**src/hdl/fdsc_pkg.sv**
```systemverilog
`default_nettype none
package fdsc_pkg;

  localparam int COST_BITS  = 24;
  localparam int SCALE_BITS = 16;
  localparam int SHIFT_BITS = $clog2(COST_BITS - SCALE_BITS + 1);
  localparam int SQ_BITS    = 2 * SCALE_BITS;
  localparam int LHS_BITS   = SQ_BITS + 18;
  localparam int Q2_BITS    = 9;
  localparam int OFS_BITS   = 9;
  localparam int HYP_BITS   = 17;
  localparam int RAD_BITS   = 34;

  localparam logic [COST_BITS-1:0] COST_INF = {COST_BITS{1'b1}};
  localparam logic [OFS_BITS-1:0]  OFS_ONE  = 9'd256;
  localparam logic [9:0]           OFS_NEG  = 10'h300;

  typedef enum logic [2:0] {
    MC_BLOCKED = 3'd0,
    MC_NEAR    = 3'd1,
    MC_DIAG    = 3'd2,
    MC_CUT     = 3'd3,
    MC_EDGE    = 3'd4
  } move_case_e;

  typedef struct packed {
    move_case_e           mcase;
    logic [COST_BITS-1:0] c;
    logic [COST_BITS-1:0] n;
    logic [COST_BITS-1:0] g2;
    logic [COST_BITS-1:0] quick;
  } item_t;

  typedef struct packed {
    item_t               item;
    logic [SQ_BITS-1:0]  d;
    logic [LHS_BITS-1:0] lhs;
    logic                yone;
  } ratio_in_t;

  typedef struct packed {
    item_t               item;
    logic [OFS_BITS-1:0] y;
  } hyp_in_t;

  typedef struct packed {
    item_t               item;
    logic [OFS_BITS-1:0] y;
    logic [HYP_BITS-1:0] hyp;
  } cost_in_t;

endpackage
`default_nettype wire

```
**src/hdl/fdsc_cost.sv**
```systemverilog
`default_nettype none
module fdsc_cost (
  input  wire logic                           clk_i,
  input  wire logic                           rst_ni,
  input  wire logic                           valid_i,
  input  wire fdsc_pkg::cost_in_t             data_i,
  output logic                                valid_o,
  output logic [fdsc_pkg::COST_BITS-1:0]      path_cost_o,
  output logic [fdsc_pkg::OFS_BITS-1:0]       offset_x_o,
  output logic signed [9:0]                   offset_y_o,
  output logic [2:0]                          move_case_o
);

  localparam int CB = fdsc_pkg::COST_BITS;
  localparam int P1 = CB + fdsc_pkg::HYP_BITS;
  localparam int P2 = CB + fdsc_pkg::OFS_BITS;

  logic                v1_q, v2_q, v3_q;
  fdsc_pkg::cost_in_t  d1_q, d2_q;
  logic [P1-1:0]       p1_q;
  logic [P2-1:0]       p2_q;
  logic [CB:0]         t1_q, t2_q;
  logic [fdsc_pkg::OFS_BITS-1:0] ycomp;
  logic [P1-1:0]       r1;
  logic [P2-1:0]       r2;
  logic [CB+1:0]       sum;

  logic [CB-1:0]       cost_d, cost_q;
  logic [fdsc_pkg::OFS_BITS-1:0] ox_d, ox_q;
  logic [9:0]          oy_d, oy_q;
  fdsc_pkg::move_case_e mc_q;

  assign ycomp = fdsc_pkg::OFS_ONE - data_i.y;
  assign r1    = p1_q + P1'(32768);
  assign r2    = p2_q + P2'(128);

  always_comb begin
    sum = (CB+2)'(t1_q) + (CB+2)'(t2_q) + (CB+2)'(d2_q.item.g2);
    ox_d = fdsc_pkg::OFS_ONE;
    oy_d = '0;
    case (d2_q.item.mcase)
      fdsc_pkg::MC_BLOCKED: begin
        cost_d = d2_q.item.quick;
        ox_d   = '0;
      end
      fdsc_pkg::MC_NEAR: begin
        cost_d = d2_q.item.quick;
      end
      fdsc_pkg::MC_DIAG, fdsc_pkg::MC_CUT: begin
        cost_d = (sum >= (CB+2)'(fdsc_pkg::COST_INF)) ? fdsc_pkg::COST_INF : sum[CB-1:0];
        oy_d   = {1'b0, d2_q.y};
      end
      fdsc_pkg::MC_EDGE: begin
        cost_d = (sum >= (CB+2)'(fdsc_pkg::COST_INF)) ? fdsc_pkg::COST_INF : sum[CB-1:0];
        ox_d   = fdsc_pkg::OFS_ONE - d2_q.y;
        oy_d   = fdsc_pkg::OFS_NEG;
      end
      default: begin
        cost_d = fdsc_pkg::COST_INF;
        ox_d   = '0;
      end
    endcase
  end

  always_ff @(posedge clk_i or negedge rst_ni) begin
    if (!rst_ni) begin
      v1_q <= 1'b0;
      v2_q <= 1'b0;
      v3_q <= 1'b0;
    end else begin
      v1_q <= valid_i;
      v2_q <= v1_q;
      v3_q <= v2_q;
    end
  end

  always_ff @(posedge clk_i) begin
    d1_q   <= data_i;
    p1_q   <= P1'(data_i.item.c) * P1'(data_i.hyp);
    p2_q   <= P2'(data_i.item.n) * P2'(ycomp);
    d2_q   <= d1_q;
    t1_q   <= r1[P1-1:16];
    t2_q   <= r2[P2-1:8];
    cost_q <= cost_d;
    ox_q   <= ox_d;
    oy_q   <= oy_d;
    mc_q   <= d2_q.item.mcase;
  end

  assign valid_o     = v3_q;
  assign path_cost_o = cost_q;
  assign offset_x_o  = ox_q;
  assign offset_y_o  = oy_q;
  assign move_case_o = mc_q;

endmodule
`default_nettype wire

```
**config.mk**
```make
export PLATFORM = sky130hd
export DESIGN_NAME = fdsc_cost
export DESIGN_NICKNAME = d
export VERILOG_FILES = /design/src/hdl/fdsc_pkg.sv /design/src/hdl/fdsc_cost.sv
export SDC_FILE = /design/constraint.sdc
export NUM_CORES = 2
export LEC_CHECK = 0
export BUFFER_PORTS_ARGS = -buffer_cell sky130_fd_sc_hd__buf_2
export CAP_MARGIN = 20
export CORE_AREA = 2 2 265 267
export CTS_CLUSTER_DIAMETER = 40
export DETAILED_ROUTE_END_ITERATION = 12
export DIE_AREA = 0 0 267 269
export PLACE_DENSITY = 0.63
export SETUP_SLACK_MARGIN = 0.5
export SLEW_MARGIN = 10
export SYNTH_ARGS = -nofsm -noshare
export SYNTH_HDL_FRONTEND = slang
export SYNTH_SLANG_ARGS = --single-unit
```
**constraint.sdc**
```tcl
create_clock -name clk_i -period 10.56 [get_ports clk_i]
set_input_delay 0.528 -clock clk_i [delete_from_list [all_inputs] [get_ports clk_i]]
set_output_delay 0.528 -clock clk_i [all_outputs]
set_load 0.01 [all_outputs]
```
Word-level counts from Yosys, hierarchy flattened --
Cells that the tools add are included.
Operators by class: add/sub/neg operators 6, multiply operators 2, order comparisons 1, eq/ne operators 4, mux-type cells 4, reduce and logical (&&, ||, !) cells 5
Operators by type and width (number):
- $pmux W24 S2 | 1
- $add A41 B16 Y41 const B | 1
- $mul A24 B17 Y41 | 1
- $add A33 B8 Y33 const B | 1
- $mul A24 B9 Y33 | 1
- $add A25 B25 Y26 | 1
- $add A26 B24 Y26 | 1
- $ge A26 B24 Y1 const B | 1
- $mux W24 | 1
- $pmux W10 S2 | 1
- $pmux W9 S2 | 1
- $sub A9 B9 Y9 const A | 2
- $eq A3 B2 Y1 const B | 2
- $reduce_or A3 Y1 | 2
- $reduce_or A2 Y1 | 2
- $eq A3 B1 Y1 const B | 1
- $eq A3 B3 Y1 const B | 1
- $logic_not A3 Y1 | 1
Word-level totals: bits in registers 293

Logic depth before layout (Yosys ltp) --
depth after elaboration 5, depth in mapped cells 26, mapped depth without buffers 25

Worst setup path before layout --
OpenSTA, ideal clock, no wires.
path kind input port to flip-flop, from in data_i[119] in the netlist's numbering, to reg p1_q[39], arrival time 6.368 ns, data required time 10.488 ns, setup slack 4.119 ns, stages 24, path buffers 2, cells stage by stage clkbuf_1 > clkbuf_1 > nand2_1 > fa_1 > inv_1 > fa_1 > inv_1 > fa_1 > inv_1 > fa_1 > fa_1 > inv_1 > fa_1 > inv_1 > ha_1 > a21oi_1 > o21ai_0 > o311ai_1 > or2_1 > o211a_1 > nor3_1 > or3_1 > a21oi_1 > xnor2_1
Between the ends: word-level cells in the longest chain between the ends 1
Ends and longest elaborated chain:
- start, declared | line fdsc_cost.sv:6 | input wire fdsc_pkg::cost_in_t data_i,
- $mul A24 B17 Y41 | line fdsc_cost.sv:79 | p1_q <= P1'(data_i.item.c) * P1'(data_i.hyp);
- end signal, assigned | line fdsc_cost.sv:79
- end, declared | line fdsc_cost.sv:20 | logic [P1-1:0] p1_q;
Every way passes these cells.

Worst setup path after layout --
from in data_i[2] in the netlist's numbering, to reg p1_q[39]
Same word-level chain as after synthesis.

==> metrics <==
Yosys warning count 0; Final setup viols 0; total CTS buffers 31; Root Buffer clkbuf_16; Clock Tree Buf Depth 3; initial antenna violation count 2; grt total ovfl 0; launching point of the worst reg2reg path d2_q[51]; vias per inst 4.792; CTS H-tree lvls 1; Buffers on Ports 174; Post-synth EDFFs 0; Wirelength per Cell 16.09 µm; Hold Path Depth 1; Hold EP d1_q[122]; RSZ-0062 raised after global routing false; antenna-violating nets left 0; Post-CTS Resized 0; final worst slack 4.097 ns; Final Max Tran Viols 0; Post-synth top flop dfxtp_1; setup_tns 0 ns; via count 18930; register area share after synthesis 19.88%; Slew headroom 38.68%; Core ar. 0.06930 mm²; Die X 267 µm; Startpoint Class input port; DRC viols 0; drt first pass iters 5; ranking of synthesized cells by area fa_1 37%, dfxtp_1 20%, ha_1 8.7%; clock sink count 271; synthesis-stage register bit count 271; Synthesized Nets 3699; vias in the first global route 19590; Synth async-reset ratio 1.107%; Final #Nets 3808; Worst R2R Path Depth 14; Layout area overhead 10.57%; Crit. End Element register; layout cells sized above 1 8.910%; largest area contributor in the netlist fa_1; status finished clean; Final Hold Fails 0; CP max FO 24; CP Launch Point data_i[2]; Final HPWL DP 50490 µm; Cell Area, Placed 0.02909 mm²; Reg-to-Reg End path_cost_o[11]; Starting Density 39.49%; top cell type's share of synthesized area 37.02%; clk_lat worst skew 0.57 ns; final instance area 0.03026 mm²; type of the worst min-delay path in2reg; Max Cap Viol 0; Worst Max-Slew Pin Slew 0.9198 ns; HP Start data_i[122]; Synth Area per Inst 9.522 µm²; WHS 0.05331 ns; Post-Syn Instances 2874; Worst Path Required 11.05 ns; Max Clock Skew 0.01182 ns; die area 0.07182 mm²; Post-Syn Area 0.02736 mm²; Routed Wire Length 63550 µm; largest net degree at the start of global routing 27; first-pass GRT wire length 103300 µm; GRT Overall Usage 18.36%; R2R setup slack 6.29 ns; # rows 97; period utilization 61.21%; number of DRC markers in iteration 0 1076; clk slew on worst S/H paths 0.06 ns; CTS tree yes; kind of critical path in2reg; fin crit period 6.463 ns; gpl congestion 0.8573; chip height 269 µm; Synth cell types 70; Setup WS pre-CTS 3.560 ns; top achievable clock speed 154.7 MHz; Critical Path AT 6.96 ns; num ports 175
## synth_stat cells (all sizes together) (3+ instances only)
library cell / n
dfxtp: 268
buf: 14
clkbuf: 96
o21bai: 5
a211oi: 6
o21ai: 33
a31oi: 7
ha: 191
inv: 572
and2: 254
nand2: 432
o21a: 10
a221oi: 3
xor2: 47
nor4: 4
nor3: 18
a21o: 35
and3: 23
fa: 506
nand2b: 5
nor2b: 8
nor2: 90
nand4: 14
o211ai: 3
a41oi: 24
or2: 5
or3: 4
dfrtp: 3
and4: 3
xnor2: 79
a21oi: 51
nand3: 30
## worst max-delay path, cell delays in order
cell and delay, ns:
buf_2 0.43, nand2_1 0.17, fa_1 0.57, inv_1 0.06
fa_1 0.53, inv_1 0.05, fa_1 0.49, inv_1 0.05
fa_1 0.52, fa_1 0.50, inv_1 0.05, fa_1 0.47
inv_1 0.04, ha_1 0.34, a21oi_1 0.26, o21ai_0 0.20
nor2_1 0.28, o211a_1 0.33, o211a_1 0.27, nor3_1 0.10
or3_1 0.39, a21oi_1 0.19, xnor2_1 0.13
## how the worst max path moves through the flow
stage / end / slack, ns / cells after the start
floorplan: p1_q[39] / 4.12 / 24
global placement: p1_q[39] / 3.68 / 23
detailed placement: p1_q[39] / 3.56 / 23
finish: p1_q[39] / 4.10 / 23
CTS: p1_q[39] / 4.15 / 23
global route: p1_q[39] / 3.83 / 23
## per-layer routing
metal | GRT usage (%) | vias to the layer above | wire (µm) | part of all wire (%)
li1 | - | 8863 | - | -
met1 | 24.83 | 9491 | 27740 | 44
met2 | 30.16 | 444 | 30150 | 47
met3 | 2.201 | 129 | 2907 | 4.6
met4 | 7.243 | 0 | 2750 | 4.3
met5 | 0 | - | 0 | 0
## cell usage in the layout (no fill, tap or decap), types with 5 or more instances in the layout
master | synthesis | layout
a21o_1 | 34 | 34
a21oi_1 | 50 | 50
a31oi_1 | 6 | 6
a41oi_1 | 24 | 24
and2_1 | 254 | 254
and3_1 | 21 | 21
buf_2 | 0 | 174
buf_4 | 2 | 11
clkbuf_16 | 0 | 31
clkbuf_8 | 0 | 5
dfxtp_1 | 268 | 268
fa_1 | 506 | 506
ha_1 | 191 | 191
inv_1 | 572 | 572
inv_6 | 0 | 7
nand2_1 | 432 | 432
nand2b_1 | 5 | 5
nand3_1 | 30 | 30
nand4_1 | 14 | 14
nor2_1 | 90 | 90
nor2b_1 | 8 | 8
nor3_1 | 17 | 17
o21a_1 | 9 | 9
o21ai_0 | 29 | 29
o21bai_1 | 5 | 5
xnor2_1 | 79 | 77
xor2_1 | 47 | 47
## state kept, by name (all words and copies together), names as in the netlist, 9 cells and up
| register | flops |
|---|---|
| path_cost_o | 24 |
| p2_q | 26 |
| d1_q | 60 |
| t2_q | 25 |
| offset_x_o | 9 |
| t1_q | 25 |
| offset_y_o | 10 |
| d2_q | 60 |
| p1_q | 26 |
## logic make-up (layout without fill, tap and decap cells)
group           after synthesis  count (layout)  synth area share (%)
other cells                   0               2                     0
buf+inv                     682             816                 9.410
compound gates              199             199                 5.194
simple gates                899             899                 15.73
fa+ha+maj                   697             697                 45.75
xor+xnor                    126             126                 4.033
flops                       271             271                 19.88
## metrics by stage
step                util (%)  instances
finish                 43.66       3950
CTS                    43.65       3948
floorplan                  -       2874
global route           43.65       3948
detailed placement     41.98       3889
global placement       41.98       3889
## repair_timing
action,4_1_cts,5_1_grt
endpoints found under the hold margin,3,0
setup buffers,0,0
hold buffers,1,0
## layout make-up
cell class | instances | area [µm²]
timing repair buffer | 186 | 963.4
sequential | 271 | 5440
fill | 6751 | 39040
clock buffer | 36 | 844.6
inverter | 572 | 2147
tap | 940 | 1176
clock inverter | 22 | 305.3
antenna | 2 | 5.005
multi-input combinational | 1921 | 19370
Power is left out: the tool's default activity adds up to more than one toggle a clock period on the data nets, which glitch-free logic cannot reach.
