==> src/hdl/fdsc_pkg.sv <==
`default_nettype none
package fdsc_pkg;

  localparam int COST_BITS  = 24;
  localparam int SCALE_BITS = 16;
  localparam int SHIFT_BITS = $clog2(COST_BITS - SCALE_BITS + 1);
  localparam int SQ_BITS    = 2 * SCALE_BITS;
  localparam int LHS_BITS   = SQ_BITS + 18;
  localparam int Q2_BITS    = 9;
  localparam int OFS_BITS   = 9;
  localparam int HYP_BITS   = 17;
  localparam int RAD_BITS   = 34;

  localparam logic [COST_BITS-1:0] COST_INF = {COST_BITS{1'b1}};
  localparam logic [OFS_BITS-1:0]  OFS_ONE  = 9'd256;
  localparam logic [9:0]           OFS_NEG  = 10'h300;

  typedef enum logic [2:0] {
    MC_BLOCKED = 3'd0,
    MC_NEAR    = 3'd1,
    MC_DIAG    = 3'd2,
    MC_CUT     = 3'd3,
    MC_EDGE    = 3'd4
  } move_case_e;

  typedef struct packed {
    move_case_e           mcase;
    logic [COST_BITS-1:0] c;
    logic [COST_BITS-1:0] n;
    logic [COST_BITS-1:0] g2;
    logic [COST_BITS-1:0] quick;
  } item_t;

  typedef struct packed {
    item_t               item;
    logic [SQ_BITS-1:0]  d;
    logic [LHS_BITS-1:0] lhs;
    logic                yone;
  } ratio_in_t;

  typedef struct packed {
    item_t               item;
    logic [OFS_BITS-1:0] y;
  } hyp_in_t;

  typedef struct packed {
    item_t               item;
    logic [OFS_BITS-1:0] y;
    logic [HYP_BITS-1:0] hyp;
  } cost_in_t;

endpackage
`default_nettype wire

==> src/hdl/fdsc_front.sv <==
`default_nettype none
module fdsc_front (
  input  wire logic                          clk_i,
  input  wire logic                          rst_ni,
  input  wire logic                          valid_i,
  input  wire logic [fdsc_pkg::COST_BITS-1:0] diag_step_cost_i,
  input  wire logic [fdsc_pkg::COST_BITS-1:0] edge_step_cost_i,
  input  wire logic [fdsc_pkg::COST_BITS-1:0] near_path_cost_i,
  input  wire logic [fdsc_pkg::COST_BITS-1:0] diag_path_cost_i,
  output logic                               valid_o,
  output fdsc_pkg::ratio_in_t                data_o
);

  localparam int CB = fdsc_pkg::COST_BITS;
  localparam int SB = fdsc_pkg::SCALE_BITS;

  logic          v1_q, v2_q, v3_q, v4_q, v5_q;
  logic [CB-1:0] c1_q, b1_q, g11_q, g21_q;
  fdsc_pkg::item_t item2_d, item2_q, item3_q, item4_q;
  logic [SB-1:0] cs3_d, ns3_d, cs3_q, ns3_q;
  logic [fdsc_pkg::SQ_BITS-1:0] cs4_q, ns4_q;
  fdsc_pkg::ratio_in_t out5_d, out5_q;

  logic          inf, near, f_inf, use_f;
  logic [CB-1:0] f, n, mn;
  logic [CB:0]   qsum;
  logic [fdsc_pkg::SHIFT_BITS-1:0] k;

  always_comb begin
    inf   = (c1_q == fdsc_pkg::COST_INF) || (b1_q == fdsc_pkg::COST_INF);
    near  = g11_q <= g21_q;
    f     = g11_q - g21_q;
    f_inf = g11_q == fdsc_pkg::COST_INF;
    use_f = !f_inf && (f <= b1_q);
    n     = use_f ? f : b1_q;
    mn    = (c1_q < b1_q) ? c1_q : b1_q;
    qsum  = {1'b0, mn} + {1'b0, g11_q};
    item2_d.c  = c1_q;
    item2_d.n  = n;
    item2_d.g2 = g21_q;
    if (inf) begin
      item2_d.mcase = fdsc_pkg::MC_BLOCKED;
      item2_d.quick = fdsc_pkg::COST_INF;
    end else if (near) begin
      item2_d.mcase = fdsc_pkg::MC_NEAR;
      item2_d.quick = (qsum >= {1'b0, fdsc_pkg::COST_INF}) ? fdsc_pkg::COST_INF
                                                            : qsum[CB-1:0];
    end else begin
      item2_d.mcase = (c1_q <= n) ? fdsc_pkg::MC_DIAG
                    : (use_f ? fdsc_pkg::MC_CUT : fdsc_pkg::MC_EDGE);
      item2_d.quick = fdsc_pkg::COST_INF;
    end
  end

  always_comb begin
    k = '0;
    for (int i = 0; i < CB - SB; i++) begin
      if (item2_q.c[SB+i]) k = fdsc_pkg::SHIFT_BITS'(i + 1);
    end
    cs3_d = SB'(item2_q.c >> k);
    ns3_d = SB'(item2_q.n >> k);
  end

  always_comb begin
    out5_d.item = item4_q;
    out5_d.d    = cs4_q - ns4_q;
    out5_d.lhs  = {ns4_q, 18'd0};
    out5_d.yone = ns4_q >= (cs4_q - ns4_q);
  end

  always_ff @(posedge clk_i or negedge rst_ni) begin
    if (!rst_ni) begin
      v1_q <= 1'b0;
      v2_q <= 1'b0;
      v3_q <= 1'b0;
      v4_q <= 1'b0;
      v5_q <= 1'b0;
    end else begin
      v1_q <= valid_i;
      v2_q <= v1_q;
      v3_q <= v2_q;
      v4_q <= v3_q;
      v5_q <= v4_q;
    end
  end

  always_ff @(posedge clk_i) begin
    c1_q    <= diag_step_cost_i;
    b1_q    <= edge_step_cost_i;
    g11_q   <= near_path_cost_i;
    g21_q   <= diag_path_cost_i;
    item2_q <= item2_d;
    item3_q <= item2_q;
    cs3_q   <= cs3_d;
    ns3_q   <= ns3_d;
    item4_q <= item3_q;
    cs4_q   <= cs3_q * cs3_q;
    ns4_q   <= ns3_q * ns3_q;
    out5_q  <= out5_d;
  end

  assign valid_o = v5_q;
  assign data_o  = out5_q;

endmodule
`default_nettype wire

==> config.mk <==
export PLATFORM = sky130hd
export DESIGN_NAME = fdsc_front
export DESIGN_NICKNAME = d
export VERILOG_FILES = /design/src/hdl/fdsc_pkg.sv /design/src/hdl/fdsc_front.sv
export SDC_FILE = /design/constraint.sdc
export NUM_CORES = 2
export LEC_CHECK = 0
export ABC_CLOCK_PERIOD_IN_PS = 6800
export BUFFER_PORTS_ARGS = -buffer_cell sky130_fd_sc_hd__buf_2
export CORE_MARGIN = 1
export CORE_UTILIZATION = 45
export DETAILED_ROUTE_END_ITERATION = 6
export PLACE_DENSITY = 0.74
export SLEW_MARGIN = 20
export SYNTH_ARGS = -nofsm -noshare
export SYNTH_HDL_FRONTEND = slang
export SYNTH_SLANG_ARGS = --single-unit
==> constraint.sdc <==
create_clock -name clk_i -period 6.8 [get_ports clk_i]
set_input_delay 1.36 -clock clk_i [delete_from_list [all_inputs] [get_ports clk_i]]
set_output_delay 1.36 -clock clk_i [all_outputs]
set_load 0.05 [all_outputs]
## Word level (Yosys, flattened, before mapping)

Cells that the tools add are included.
Widths: inputs -> output; s select.

| storage, ports and cells | value |
|---|---|
| bits in registers | 658 |
| latch bits | 0 |
| memory bits (writable) | 0 |
| bits in read-only memories | 0 |
| input bits | 99 |
| output and inout port bits | 183 |
| logic and storage cells | 74 |
| memories | 0 |

| operators by class | value |
|---|---|
| add/sub/neg operators | 3 |
| multiply operators | 2 |
| divide/modulo/power cells | 0 |
| magnitude comparators | 6 |
| eq/ne operators | 3 |
| shift operators | 2 |
| multiplexer cells | 13 |
| bitwise logic cells | 1 |
| reductions and logical operators | 6 |

Operators by type and width:

| cell | number |
|---|---|
| $eq 24x24->1 const B | 3 |
| $le 24x24->1 | 3 |
| $mul 16x16->32 | 2 |
| $mux 24 | 2 |
| $shr 24x4->16 | 2 |
| $ge 32x32->1 | 1 |
| $sub 32x32->32 | 1 |
| $mux 4 | 7 |
| $add 24x24->25 | 1 |
| $ge 25x24->1 const B | 1 |
| $lt 24x24->1 | 1 |
| $sub 24x24->24 | 1 |
| $reduce_or 3->1 | 2 |
| $mux 3 | 1 |
| $mux 1 | 2 |
| $mux 2 | 1 |
| $reduce_or 2->1 | 1 |
| $logic_and 1x1->1 | 1 |
| $logic_not 1->1 | 1 |
| $logic_or 1x1->1 | 1 |
| $not 1->1 | 1 |

## Logic depth before layout (Yosys ltp)

| logic depth | value |
|---|---|
| depth after elaboration | 9 |
| mapped depth | 34 |
| gate-level depth less buffers | 32 |

## Worst setup path before layout

Ideal clock, no wire load.

| timing path | value |
|---|---|
| path kind | register to register |
| from | register ns3_q[3] |
| to | register ns4_q[30] (netlist name) |
| library setup time | 0.062 ns |
| data arrival time | 6.288 ns |
| data required time | 6.738 ns |
| slack | 0.450 ns |
| stages on the path, launching flop included | 26 |
| path through | dfxtp_1 clkbuf_1 nand2_1 inv_1 fa_1 inv_1 fa_1 inv_1 fa_1 inv_1 fa_1 inv_1 fa_1 inv_1 fa_1 inv_1 ha_1 a21o_1 a21oi_1 nor2b_1 a311o_1 a41o_1 a221o_1 a221o_1 or4_1 nand3_1 |

| on the way | value |
|---|---|
| word-level cells in the longest chain between the ends | 1 |

Ends and longest elaborated chain:

| item | RTL line | text |
|---|---|---|
| from (decl) | fdsc_front.sv:20 | `logic [SB-1:0] cs3_d, ns3_d, cs3_q, ns3_q;` |
| from (signal assigned) | fdsc_front.sv:95 | `ns3_q <= ns3_d;` |
| $mul 16x16->32 | fdsc_front.sv:98 | `ns4_q <= ns3_q * ns3_q;` |
| to (signal assigned) | fdsc_front.sv:98 |  |
| to (decl) | fdsc_front.sv:21 | `logic [fdsc_pkg::SQ_BITS-1:0] cs4_q, ns4_q;` |

No other way between the ends.
A chain may end at the register's enable or synchronous reset.

## Worst setup path after layout

| timing path | value |
|---|---|
| from | register ns3_q[7] |
| to | register ns4_q[30] (netlist name) |

The elaborated chain is that of the path after synthesis.

==> run_results.csv <==
group,metric,value,unit
sta,fin_crit_sh,96.2,%
hold_path,hp-class,"flop to flop",
routing,detail-route-antenna-nets,0,
finish,drive_gt1_share,14.7,%
worst_setup_path,crit_type,"flop to flop",
synth,yosys.area_share.simple,9.40,%
sta,worst-slew-pin-transition,0.878,ns
global_route,overflow,0,
placed_design,gp_congestion,0.934,
finish,diodes,0,
floorplanning,core,0.0804,mm2
floorplanning,die_x,287,um
finish,area_delta_synth_final,15.0,%
synth,synthAdderAreaFrac,31.2,%
synth,muxShareOfSynthArea,4.21,%
clocking,cts_tree,"yes",
routing,wl_per_cell,17.6,um
routing,wl,87.4,mm
global_route,grt_pass1_vias,25988,
worst_setup_path,cp-end-kind,"flop",
synth,synth_top_family_by_area,"adder cells",
placed_design,dp_hpwl,71.3,mm
sta,hold_viol,0,
clocking,cts_buffers,69,
global_route,grt_pass1_wl,139,mm
synth,synth_area_per_cell,10.4,um2
finish,design_area,0.0420,mm2
routing,drt_pre_antenna_iters,5,
status,status,"finished clean",
floorplanning,start_util,45.4,%
placed_design,io_buffers,262,
sta,tns,0,ns
routing,num_vias,25081,
synth,synth_xor_area_share,3.05,%
routing,drt-initial-drc-count,1344,
global_route,grt_antenna_before_repair,6,
synth,yosysTopAreaCell,"dfxtp_1",
sta,whs,0.323,ns
synth,synth-compound-area-share,8.45,%
routing,vias_per_cell,5.05,
global_route,grt_use_total,21.6,%
synth,ys_ff_latch,655,
sta,rsz0062_at_grt,"true",
worst_setup_path,cp-start-kind,"flop",
clocking,clock_sinks,655,
synth,synth_edf_count,0,
clocking,hold_buffers,0,
floorplanning,die_height,287,um
synth,synthFlopType,"dfxtp_1",
sta,period_needed,6.54,ns
clocking,clkLatencyLatePin,0.64,ns
synth,synth_top_area_share,35.6,%
synth,synth.distinct_cells,76,
clocking,h-tree-depth,3,
synth,synth_cells,3518,
sta,slew_viol_final,0,
floorplanning,dieArea,0.0823,mm2
synth,ys_seq_area_share,36.0,%
clocking,cts_root_buf,"clkbuf_16",
synth,async_flop_share,0.763,%
sta,max_freq,153,MHz
finish,layout_commonest_cell,"dfxtp_1",
synth,syn-cell-area,0.0365,mm2
synth,yosysWarnings,0,
finish,final_cell_mix,"638 x dfxtp_1, 632 x inv_1, 381 x ha_1",
worst_setup_path,cp_max_fo,7,
placed_design,place_area,0.0394,mm2
finish,layout.nets,4665,
worst_setup_path,worst_ep_arrival_time,7.09,ns
sta,finalSetupViolations,0,
job,drv_cap,0,
floorplanning,io_pins,282,
synth,ys_top_cells_by_area,"dfxtp_1 36%, fa_1 18%, ha_1 13%",
clocking,clock_path_buffers,3,
global_route,grt_max_degree,36,
clocking,clk_pin_slew,0.06,ns
worst_setup_path,worstPathRequired,7.35,ns
sta,relSlewSlack,41.1,%
sta,skew,0.0558,ns
routing,drcViolationCount,0,
floorplanning,rows,104,
-- layout make-up --
type	instances	area (um2)
fill	7092	38400
multi-input combinational	2160	20700
sequential	655	13200
inverter	633	2380
timing repair buffer	335	1860
clock buffer	80	1850
tap	1060	1330
clock inverter	46	669
-- cell families after synthesis --
logic type / Yosys count
buffers and inverters: 721
adders and majority gates: 712
and+or+nand+nor: 707
DFF: 655
AOI/OAI and AO/OA: 475
xor gates and xnor gates: 127
muxes: 120
other: 1
-- worst max-delay path: stages, from the launching register on --
cell and delay, ns:
dfxtp_1 0.39, inv_1 0.25, nor2_1 0.15, fa_1 0.51, inv_1 0.05, fa_1 0.45, fa_1 0.47, fa_1 0.52
inv_1 0.05, fa_1 0.54, inv_1 0.05, fa_1 0.48, inv_1 0.05, ha_1 0.33, a21o_1 0.20, a21oi_1 0.14
nor2b_1 0.06, a311o_1 0.31, a41o_1 0.24, a221o_1 0.35, a221o_1 0.38, or4_1 0.40, nand3_1 0.09
-- metrics by stage --
stage / cells / setup slack [ns] / util (%)
after global placement: 4841 / 0.231 / 48.9
after global routing: 4969 / -0.0550 / 52.2
after CTS: 4967 / 0.0625 / 52.1
after detailed placement: 4841 / -0.0115 / 48.9
after floorplan: 3536 / 0.450 / -
final: 4969 / 0.259 / 52.2
-- flip-flops by register name, summed over array words and instances, names as in the netlist, 31 cells and up --
| name | cells |
|---|---|
| item3_q | 99 |
| ns4_q | 31 |
| data_o | 163 |
| item4_q | 99 |
| cs4_q | 31 |
| item2_q | 99 |
-- what timing repair did --
item                                   CTS  global route
buffers inserted                         0             2
resized for setup                        1            30
pin swaps                                0             3
endpoints found under the hold margin    0             0
setup endpoints to repair                2             8
-- cell usage after synthesis, drive strengths merged, types with 8 or more instances --
cell type / n
nor4: 9
nand2b: 17
nand4: 45
xnor2: 79
or4: 8
nor2: 135
o21ai: 83
nand3: 37
or3: 12
o21a: 21
and2: 99
inv: 632
o31ai: 10
a21o: 79
ha: 381
xor2: 48
nand2: 243
dfxtp: 650
mux4: 23
or2: 10
buf: 34
a21oi: 142
clkbuf: 54
nor3: 27
fa: 331
mux2i: 58
and3: 21
a211oi: 19
nor2b: 33
o211ai: 14
a31oi: 26
mux2: 39
o21bai: 20
-- per-layer routing --
layer	global-route usage (%)	part of all wire, %
met1	26.9	42
met2	37.5	48
met3	3.97	7.0
met4	7.31	3.2
met5	0	0.0091
-- path summary, 6_finish.rpt --
| check | start | to | slack [ns] | cells past startpoint |
|---|---|---|---|---|
| worst min register to register | item4_q[98]$_DFF_P_ | data_o[181]$_DFF_P_ | 0.32 | 0 |
| worst min-delay path | item4_q[98]$_DFF_P_ | data_o[181]$_DFF_P_ | 0.32 | 0 |
| worst max register to register | ns3_q[7]$_DFF_P_ | ns4_q[30]$_DFF_P_ | 0.26 | 22 |
| worst max-delay path | ns3_q[7]$_DFF_P_ | ns4_q[30]$_DFF_P_ | 0.26 | 22 |
| min in group asynchronous | rst_ni | v4_q$_DFF_PN0_ | 0.51 | 1 |
| max in group asynchronous | rst_ni | v3_q$_DFF_PN0_ | 6.14 | 1 |
Power is left out: the tool's default activity adds up to more than one toggle a clock period on the data nets, which glitch-free logic cannot reach.
