$ cat config.mk
export PLATFORM = sky130hd
export DESIGN_NAME = fdsc_hyp
export DESIGN_NICKNAME = d
export VERILOG_FILES = /design/src/hdl/fdsc_pkg.sv /design/src/hdl/fdsc_hyp.sv
export SDC_FILE = /design/constraint.sdc
export NUM_CORES = 2
export LEC_CHECK = 0
export BUFFER_PORTS_ARGS = -buffer_cell sky130_fd_sc_hd__buf_2
export CAP_MARGIN = 15
export CORE_MARGIN = 8
export CORE_UTILIZATION = 45
export DETAILED_ROUTE_END_ITERATION = 10
export HOLD_SLACK_MARGIN = 0.03
export PLACE_DENSITY = 0.6
export SKIP_CTS_REPAIR_TIMING = 1
export SYNTH_ARGS = -nofsm -noshare
export SYNTH_HDL_FRONTEND = slang
export SYNTH_SLANG_ARGS = --single-unit
$ cat constraint.sdc
create_clock -name clk_i -period 12.85 [get_ports clk_i]
set_input_delay 1.9275 -clock clk_i [delete_from_list [all_inputs] [get_ports clk_i]]
set_output_delay 1.9275 -clock clk_i [all_outputs]
set_load 0.005 [all_outputs]
$ cat src/hdl/fdsc_pkg.sv
`default_nettype none
package fdsc_pkg;

  localparam int COST_BITS  = 24;
  localparam int SCALE_BITS = 16;
  localparam int SHIFT_BITS = $clog2(COST_BITS - SCALE_BITS + 1);
  localparam int SQ_BITS    = 2 * SCALE_BITS;
  localparam int LHS_BITS   = SQ_BITS + 18;
  localparam int Q2_BITS    = 9;
  localparam int OFS_BITS   = 9;
  localparam int HYP_BITS   = 17;
  localparam int RAD_BITS   = 34;

  localparam logic [COST_BITS-1:0] COST_INF = {COST_BITS{1'b1}};
  localparam logic [OFS_BITS-1:0]  OFS_ONE  = 9'd256;
  localparam logic [9:0]           OFS_NEG  = 10'h300;

  typedef enum logic [2:0] {
    MC_BLOCKED = 3'd0,
    MC_NEAR    = 3'd1,
    MC_DIAG    = 3'd2,
    MC_CUT     = 3'd3,
    MC_EDGE    = 3'd4
  } move_case_e;

  typedef struct packed {
    move_case_e           mcase;
    logic [COST_BITS-1:0] c;
    logic [COST_BITS-1:0] n;
    logic [COST_BITS-1:0] g2;
    logic [COST_BITS-1:0] quick;
  } item_t;

  typedef struct packed {
    item_t               item;
    logic [SQ_BITS-1:0]  d;
    logic [LHS_BITS-1:0] lhs;
    logic                yone;
  } ratio_in_t;

  typedef struct packed {
    item_t               item;
    logic [OFS_BITS-1:0] y;
  } hyp_in_t;

  typedef struct packed {
    item_t               item;
    logic [OFS_BITS-1:0] y;
    logic [HYP_BITS-1:0] hyp;
  } cost_in_t;

endpackage
`default_nettype wire

$ cat src/hdl/fdsc_hyp.sv
`default_nettype none
module fdsc_hyp (
  input  wire logic               clk_i,
  input  wire logic               rst_ni,
  input  wire logic               valid_i,
  input  wire fdsc_pkg::hyp_in_t  data_i,
  output logic                    valid_o,
  output fdsc_pkg::cost_in_t      data_o
);

  localparam int HB = fdsc_pkg::HYP_BITS;
  localparam int RB = fdsc_pkg::RAD_BITS;

  logic              v0_q;
  fdsc_pkg::hyp_in_t h0_q;
  logic [RB-1:0]     rad0_q;
  logic [17:0]       yy;

  assign yy = 18'(data_i.y) * 18'(data_i.y);

  always_ff @(posedge clk_i or negedge rst_ni) begin
    if (!rst_ni) begin
      v0_q <= 1'b0;
    end else begin
      v0_q <= valid_i;
    end
  end

  always_ff @(posedge clk_i) begin
    h0_q   <= data_i;
    rad0_q <= {yy + 18'd65536, 16'd0};
  end

  logic              v_q   [HB];
  fdsc_pkg::hyp_in_t h_q   [HB];
  logic [RB-1:0]     rad_q [HB];
  logic [HB-1:0]     r_q   [HB];
  logic [RB-1:0]     sq_q  [HB];

  for (genvar j = 0; j < HB; j++) begin : g_step
    localparam int BIT = HB - 1 - j;
    logic              v_in;
    fdsc_pkg::hyp_in_t h_in;
    logic [RB-1:0]     rad_in, sq_in;
    logic [HB-1:0]     r_in;
    logic [RB:0]       cand_sq;

    if (j == 0) begin : g_first
      assign v_in   = v0_q;
      assign h_in   = h0_q;
      assign rad_in = rad0_q;
      assign r_in   = '0;
      assign sq_in  = '0;
    end else begin : g_next
      assign v_in   = v_q[j-1];
      assign h_in   = h_q[j-1];
      assign rad_in = rad_q[j-1];
      assign r_in   = r_q[j-1];
      assign sq_in  = sq_q[j-1];
    end

    assign cand_sq = {1'b0, sq_in} + ((RB+1)'(r_in) << (BIT + 1))
                   + ((RB+1)'(1) << (2 * BIT));

    always_ff @(posedge clk_i or negedge rst_ni) begin
      if (!rst_ni) begin
        v_q[j] <= 1'b0;
      end else begin
        v_q[j] <= v_in;
      end
    end

    always_ff @(posedge clk_i) begin
      h_q[j]   <= h_in;
      rad_q[j] <= rad_in;
      if (cand_sq <= {1'b0, rad_in}) begin
        r_q[j]  <= r_in | HB'(1 << BIT);
        sq_q[j] <= cand_sq[RB-1:0];
      end else begin
        r_q[j]  <= r_in;
        sq_q[j] <= sq_in;
      end
    end
  end

  logic               vo_q;
  fdsc_pkg::cost_in_t out_d, out_q;
  logic [RB-1:0]      rem;

  always_comb begin
    rem        = rad_q[HB-1] - sq_q[HB-1];
    out_d.item = h_q[HB-1].item;
    out_d.y    = h_q[HB-1].y;
    out_d.hyp  = (rem > RB'(r_q[HB-1])) ? r_q[HB-1] + 1'b1 : r_q[HB-1];
  end

  always_ff @(posedge clk_i or negedge rst_ni) begin
    if (!rst_ni) begin
      vo_q <= 1'b0;
    end else begin
      vo_q <= v_q[HB-1];
    end
  end

  always_ff @(posedge clk_i) begin
    out_q <= out_d;
  end

  assign valid_o = vo_q;
  assign data_o  = out_q;

endmodule
`default_nettype wire

Yosys cells after proc, flatten, opt, wreduce, memory -nomap -nowiden
Memory sizes are Yosys's and may differ from the RTL's. A register that Yosys moved wholly into a read port is not among the register bits.
Cells that the tools add are included.

word-level totals
  register bits after elaboration = 162
  memory bits (writable) = 3281
  bits of input ports = 111
  logic and storage cells = 205
  memories kept = 4

cells by class
  add/subtract/negate cells = 35
  multiply operators = 1
  magnitude comparators = 18
  mux-type cells = 86
  bitwise logic cells = 34

memories
  memory  depth  bits a word  rd ports  clocked after Yosys merged registers in  wr ports  line            RTL
  h_q     17     108          17        1                                        17        fdsc_hyp.sv:35  fdsc_pkg::hyp_in_t h_q [HB];
  rad_q   17     34           17        0                                        17        fdsc_hyp.sv:36  logic [RB-1:0] rad_q [HB];
  sq_q    17     34           17        0                                        17        fdsc_hyp.sv:38  logic [RB-1:0] sq_q [HB];
  r_q     17     17           17        0                                        17        fdsc_hyp.sv:37  logic [HB-1:0] r_q [HB];

operators with widths
  cell                                             count
  2-to-1 mux 34 bit                                17
  less-or-equal comparator 35 x 34 -> 1 bit        16
  2-to-1 mux 17 bit                                18
  2-to-1 mux 1 bit                                 51
  adder 34 x 18 -> 35 bit                          1
  adder 34 x 19 -> 35 bit                          1
  adder 34 x 20 -> 35 bit                          1
  adder 34 x 21 -> 35 bit                          1
  adder 34 x 22 -> 35 bit                          1
  adder 34 x 23 -> 35 bit                          1
  adder 34 x 24 -> 35 bit                          1
  adder 34 x 25 -> 35 bit                          1
  adder 34 x 26 -> 35 bit                          1
  adder 34 x 27 -> 35 bit                          1
  adder 34 x 28 -> 35 bit                          1
  adder 34 x 29 -> 35 bit                          1
  adder 34 x 30 -> 35 bit                          1
  adder 34 x 31 -> 35 bit                          1
  adder 34 x 32 -> 35 bit                          1
  adder 34 x 33 -> 35 bit                          1
  adder 35 x 1 -> 35 bit (second input constant)   1
  adder 35 x 11 -> 35 bit (second input constant)  1
  adder 35 x 13 -> 35 bit (second input constant)  1
  adder 35 x 15 -> 35 bit (second input constant)  1
  19 further kinds                                 52

Longest topological paths before layout
An unclocked memory read counts as a cell.

  word-level depth = 7
  depth in mapped cells = 25
  gate-level depth less buffers = 24

Worst setup path after synthesis
No wires, ideal clock.

  kind = input -> register
  start point = input data_i[1] (netlist bit)
  end point = register rad0_q[33], in the netlist g_step[0].rad_in[33]
  data arrival time = 6424 ps
  path slack = 6296 ps
  cell stages on the path = 21
  path buffers = 1
  cells stage by stage = clkbuf_1 -> and2_1 -> inv_1 -> fa_1 -> inv_1 -> fa_1 -> inv_1 -> fa_1 -> inv_1 -> fa_1 -> ha_1 -> ha_1 -> a21oi_1 -> o21ai_0 -> a21o_1 -> a21o_1 -> a21o_1 -> nand2_1 -> a21oi_1 -> o41ai_1 -> xnor2_1

on the way
  word-level cells in the longest chain between the ends = 2

ends and longest elaborated chain
  element                     line            RTL
  start, declared             fdsc_hyp.sv:6   input wire fdsc_pkg::hyp_in_t data_i,
  multiplier 9 x 9 -> 18 bit  fdsc_hyp.sv:19  assign yy = 18'(data_i.y) * 18'(data_i.y);
  adder 18 x 17 -> 18 bit     fdsc_hyp.sv:31  rad0_q <= {yy + 18'd65536, 16'd0};
  end signal, assigned        fdsc_hyp.sv:31
  end, declared               fdsc_hyp.sv:16  logic [RB-1:0] rad0_q;

No other way between the ends.

==> metrics <==
Max-Cap Viols=0; Num CTS Buffers=287; Cells after Synth=5551; Die X=427 um; H-Tree Depth=5; CTS sink cnt=2802; CTS Buffer Depth=4; Skew-Pair Late Insertion Delay=0.89 ns; startpoint types=register; Yosys cell types=89; overall routed net length=110 mm; Final HPWL DP=75.8 mm; Yosys reg bits=2802; Cell Count, Final, Fillers Out=8450; main area contributors after synthesis=dfxtp_1 (73%), ha_1 (6.5%), xnor2_1 (3.0%), inv_1 (1.7%), xor2_1 (1.5%); initial antenna violation count=1; CP cell instances=ha_1 -> a21o_1 -> a21oi_1 -> o21ai_0 -> a31oi_1 -> o21ai_0 -> o31ai_1 -> nor3_1 -> nand3_1 -> xnor2_1 -> ha_1 -> o21a_1 -> o21ai_0 -> nor3_1 -> and3_1 -> a221oi_1 -> o31a_1 -> nor2b_1 -> nand2b_1 -> xnor2_1; RSZ-0062 raised after global routing=false; Pleak=39.2 nW; Synth area leader=dfxtp_1; Slew Limit Fails=0; count of input and output buffers=236; clock power share=30.3%; largest net degree at the start of global routing=36; Largest delay share family, worst path=compound AO/OA/AOI/OAI gates; Reg power frac=41.7%; PwrDens=299 nW/um2; area delta synth->final=17.6%; CP bufs+invs=0; share of cells above drive strength 1=13.0%; Total Neg Setup Slack=0 ns; min Tclk post-route=6.04 ns; top_reg_cell synth=dfxtp_1; WP data required=13.56 ns; WL/cell=13.0 um; most frequent CP cell=o21ai_0; Final nets=6576; Pint=18.6 mW; final setup vio count=0; Via density=4.41; Hold Fails Final Rpt=0; CTS clock-pin slew for the worst setup and hold paths=0.06 ns; Inst Count DP=7950; syn nets=6090; Initial DRT Pass Iterations=5; first-pass GRT wire length=181 mm; GR Overflow Total=0; Worst Hold Class=register to register; Critical Path Fanout Max=22; DRC=0; element type at the critical path end=register; combinational fraction of design power=28.0%; Worst slew margin=38.4%; Mapped Area=75900 um2; initial DRC count=1459; Top Ports=237; ANT nets after route=0; Sw Share=30.1%; Synth top area share=73.4%; Die H=427 um; CTS tree=built; fin crit share=47.0%; commonest non-fill, non-tap cell in the layout=dfxtp_1; asr flop ratio synth=0.678%; FP Rows=150; Final GP Congestion=0.837; WS Path Type=register to register; yosys warns=0; initial core utilization=45.3%; CP peak stage delay=0.81 ns; post-synthesis sequential area ratio=74.1%; GRT Total Usage=11.9%; number of enable flip-flop cells after synthesis=0; Slowest-stage cell, CP=o31a_1; Die ar.=182000 um2; most frequent cells in the layout=dfxtp_1 (2783), ha_1 (394), inv_1 (351), clkbuf_16 (294), xnor2_1 (259); Root Buffer=clkbuf_16; Worst Clk Skew=0.0671 ns; CP arrival=6.75 ns; status=finished clean; worst slew pin tran=0.924 ns; post-synthesis average cell area=13.7 um2; Psw=8.02 mW; via count=37300; vias in the first global route=37700; max frequency=166 MHz; VDD IR-drop max=167 uV; core area=167000 um2
## routing by layer
metal	track usage [%]	share of wire, %
met2	21.0	49
met3	2.91	4.2
met4	6.40	4.7
met1	13.3	42
met5	0	0.0073
## stage by stage
stage               utilization [%]  instance area [um2]  hold WS [ns]  total power [mW]  setup WS, ns
floorplan                         -                75900         0.310              16.8          6.30
global placement               47.6                79700         0.309              18.5          5.95
detailed placement             47.6                79700         0.312              18.8          5.92
CTS                            53.3                89200         0.256              27.0          6.73
global route                   53.3                89200         0.259              28.5          6.35
finish                         53.3                89200         0.259              26.7          6.81
## cell type report
cell class                 count  area, um2
sequential                  2802      56200
multi-input combinational   2348      18100
timing repair buffer         245       1290
fill                       13900      78200
clock buffer                 412       8430
inverter                     353       1330
tap                         2204       2760
antenna                        1       2.50
clock inverter                85       1080
## path summary, 6_finish.rpt
kind	slack (ns)	from	cells after the start	endpoint
max in group asynchronous	11.50	rst_ni	1	g_step[7].v_in
min in group asynchronous	1.00	rst_ni	1	valid_o
worst max register to register	6.81	r_q[11][7]	20	sq_q[12][33]
worst min register to register	0.26	h_q[9][27]	0	h_q[10][27]
worst min-delay path	0.26	h_q[9][27]	0	h_q[10][27]
worst max-delay path	6.81	r_q[11][7]	20	sq_q[12][33]
## kinds of logic (layout without fill, tap and decap cells)
| group | Yosys count | in the layout | synth area share [%] |
|---|---|---|---|
| AO/OA/AOI/OAI | 557 | 557 | 4.88 |
| XOR/XNOR | 386 | 386 | 4.46 |
| adder cells (fa/ha/maj) | 428 | 428 | 7.39 |
| buffers and inverters | 401 | 1095 | 2.03 |
| flip-flops | 2802 | 2802 | 74.1 |
| multiplexers | 90 | 90 | 1.32 |
| other | 0 | 1 | 0 |
| AND/OR/NAND/NOR | 887 | 887 | 5.87 |
## sequential cells by signal, indices dropped and copies added (netlist names)
name / count
h_q: 1836
sq_q: 288
rad_q: 272
r_q: 138
data_o: 125
g_step.h_in: 108
g_step.v_in: 17
g_step.rad_in: 16
v_q: 1
valid_o: 1
## cell usage after synthesis, types with 7 or more instances
| library cell | instances |
|---|---|
| ha_1 | 394 |
| o21a_1 | 34 |
| dfrtp_1 | 19 |
| or2_2 | 13 |
| and4_1 | 10 |
| mux2i_1 | 9 |
| dfxtp_1 | 2783 |
| o31ai_1 | 7 |
| and2_1 | 52 |
| nor2b_1 | 55 |
| nand2b_1 | 39 |
| xor2_1 | 127 |
| o211ai_1 | 8 |
| nand3_1 | 96 |
| a31o_2 | 7 |
| a31oi_1 | 35 |
| inv_1 | 351 |
| o21ai_0 | 92 |
| nand4_1 | 60 |
| nand2_1 | 236 |
| nor2_1 | 171 |
| a21oi_1 | 154 |
| fa_1 | 34 |
| xnor2_1 | 259 |
| nor4_1 | 24 |
| a221o_1 | 8 |
| o21bai_1 | 14 |
| nor3_1 | 53 |
| a21o_1 | 97 |
| a211oi_1 | 15 |
| and3_1 | 44 |
| mux2_2 | 80 |
| a2111oi_0 | 7 |
| clkbuf_1 | 36 |
## worst reg2reg max path: cells and delay by family (launching register included)
| family | cells | cell delay, ns |
|---|---|---|
| flops | 1 | 0.32 |
| xor+xnor | 2 | 0.30 |
| compound gates | 10 | 2.85 |
| fa+ha+maj | 2 | 0.60 |
| simple gates | 6 | 1.82 |
## power by group through the flow
stage / combinational [mW] / clock [mW] / sequential, mW
after CTS: 7.49 / 8.38 / 11.1
final: 7.46 / 8.09 / 11.1
after detailed placement: 7.43 / 0 / 11.3
after floorplan: 5.87 / 0 / 11.0
after global routing: 8.42 / 8.76 / 11.3
after global placement: 7.23 / 0 / 11.3
Note: power is estimated with default switching activity, not from simulation.
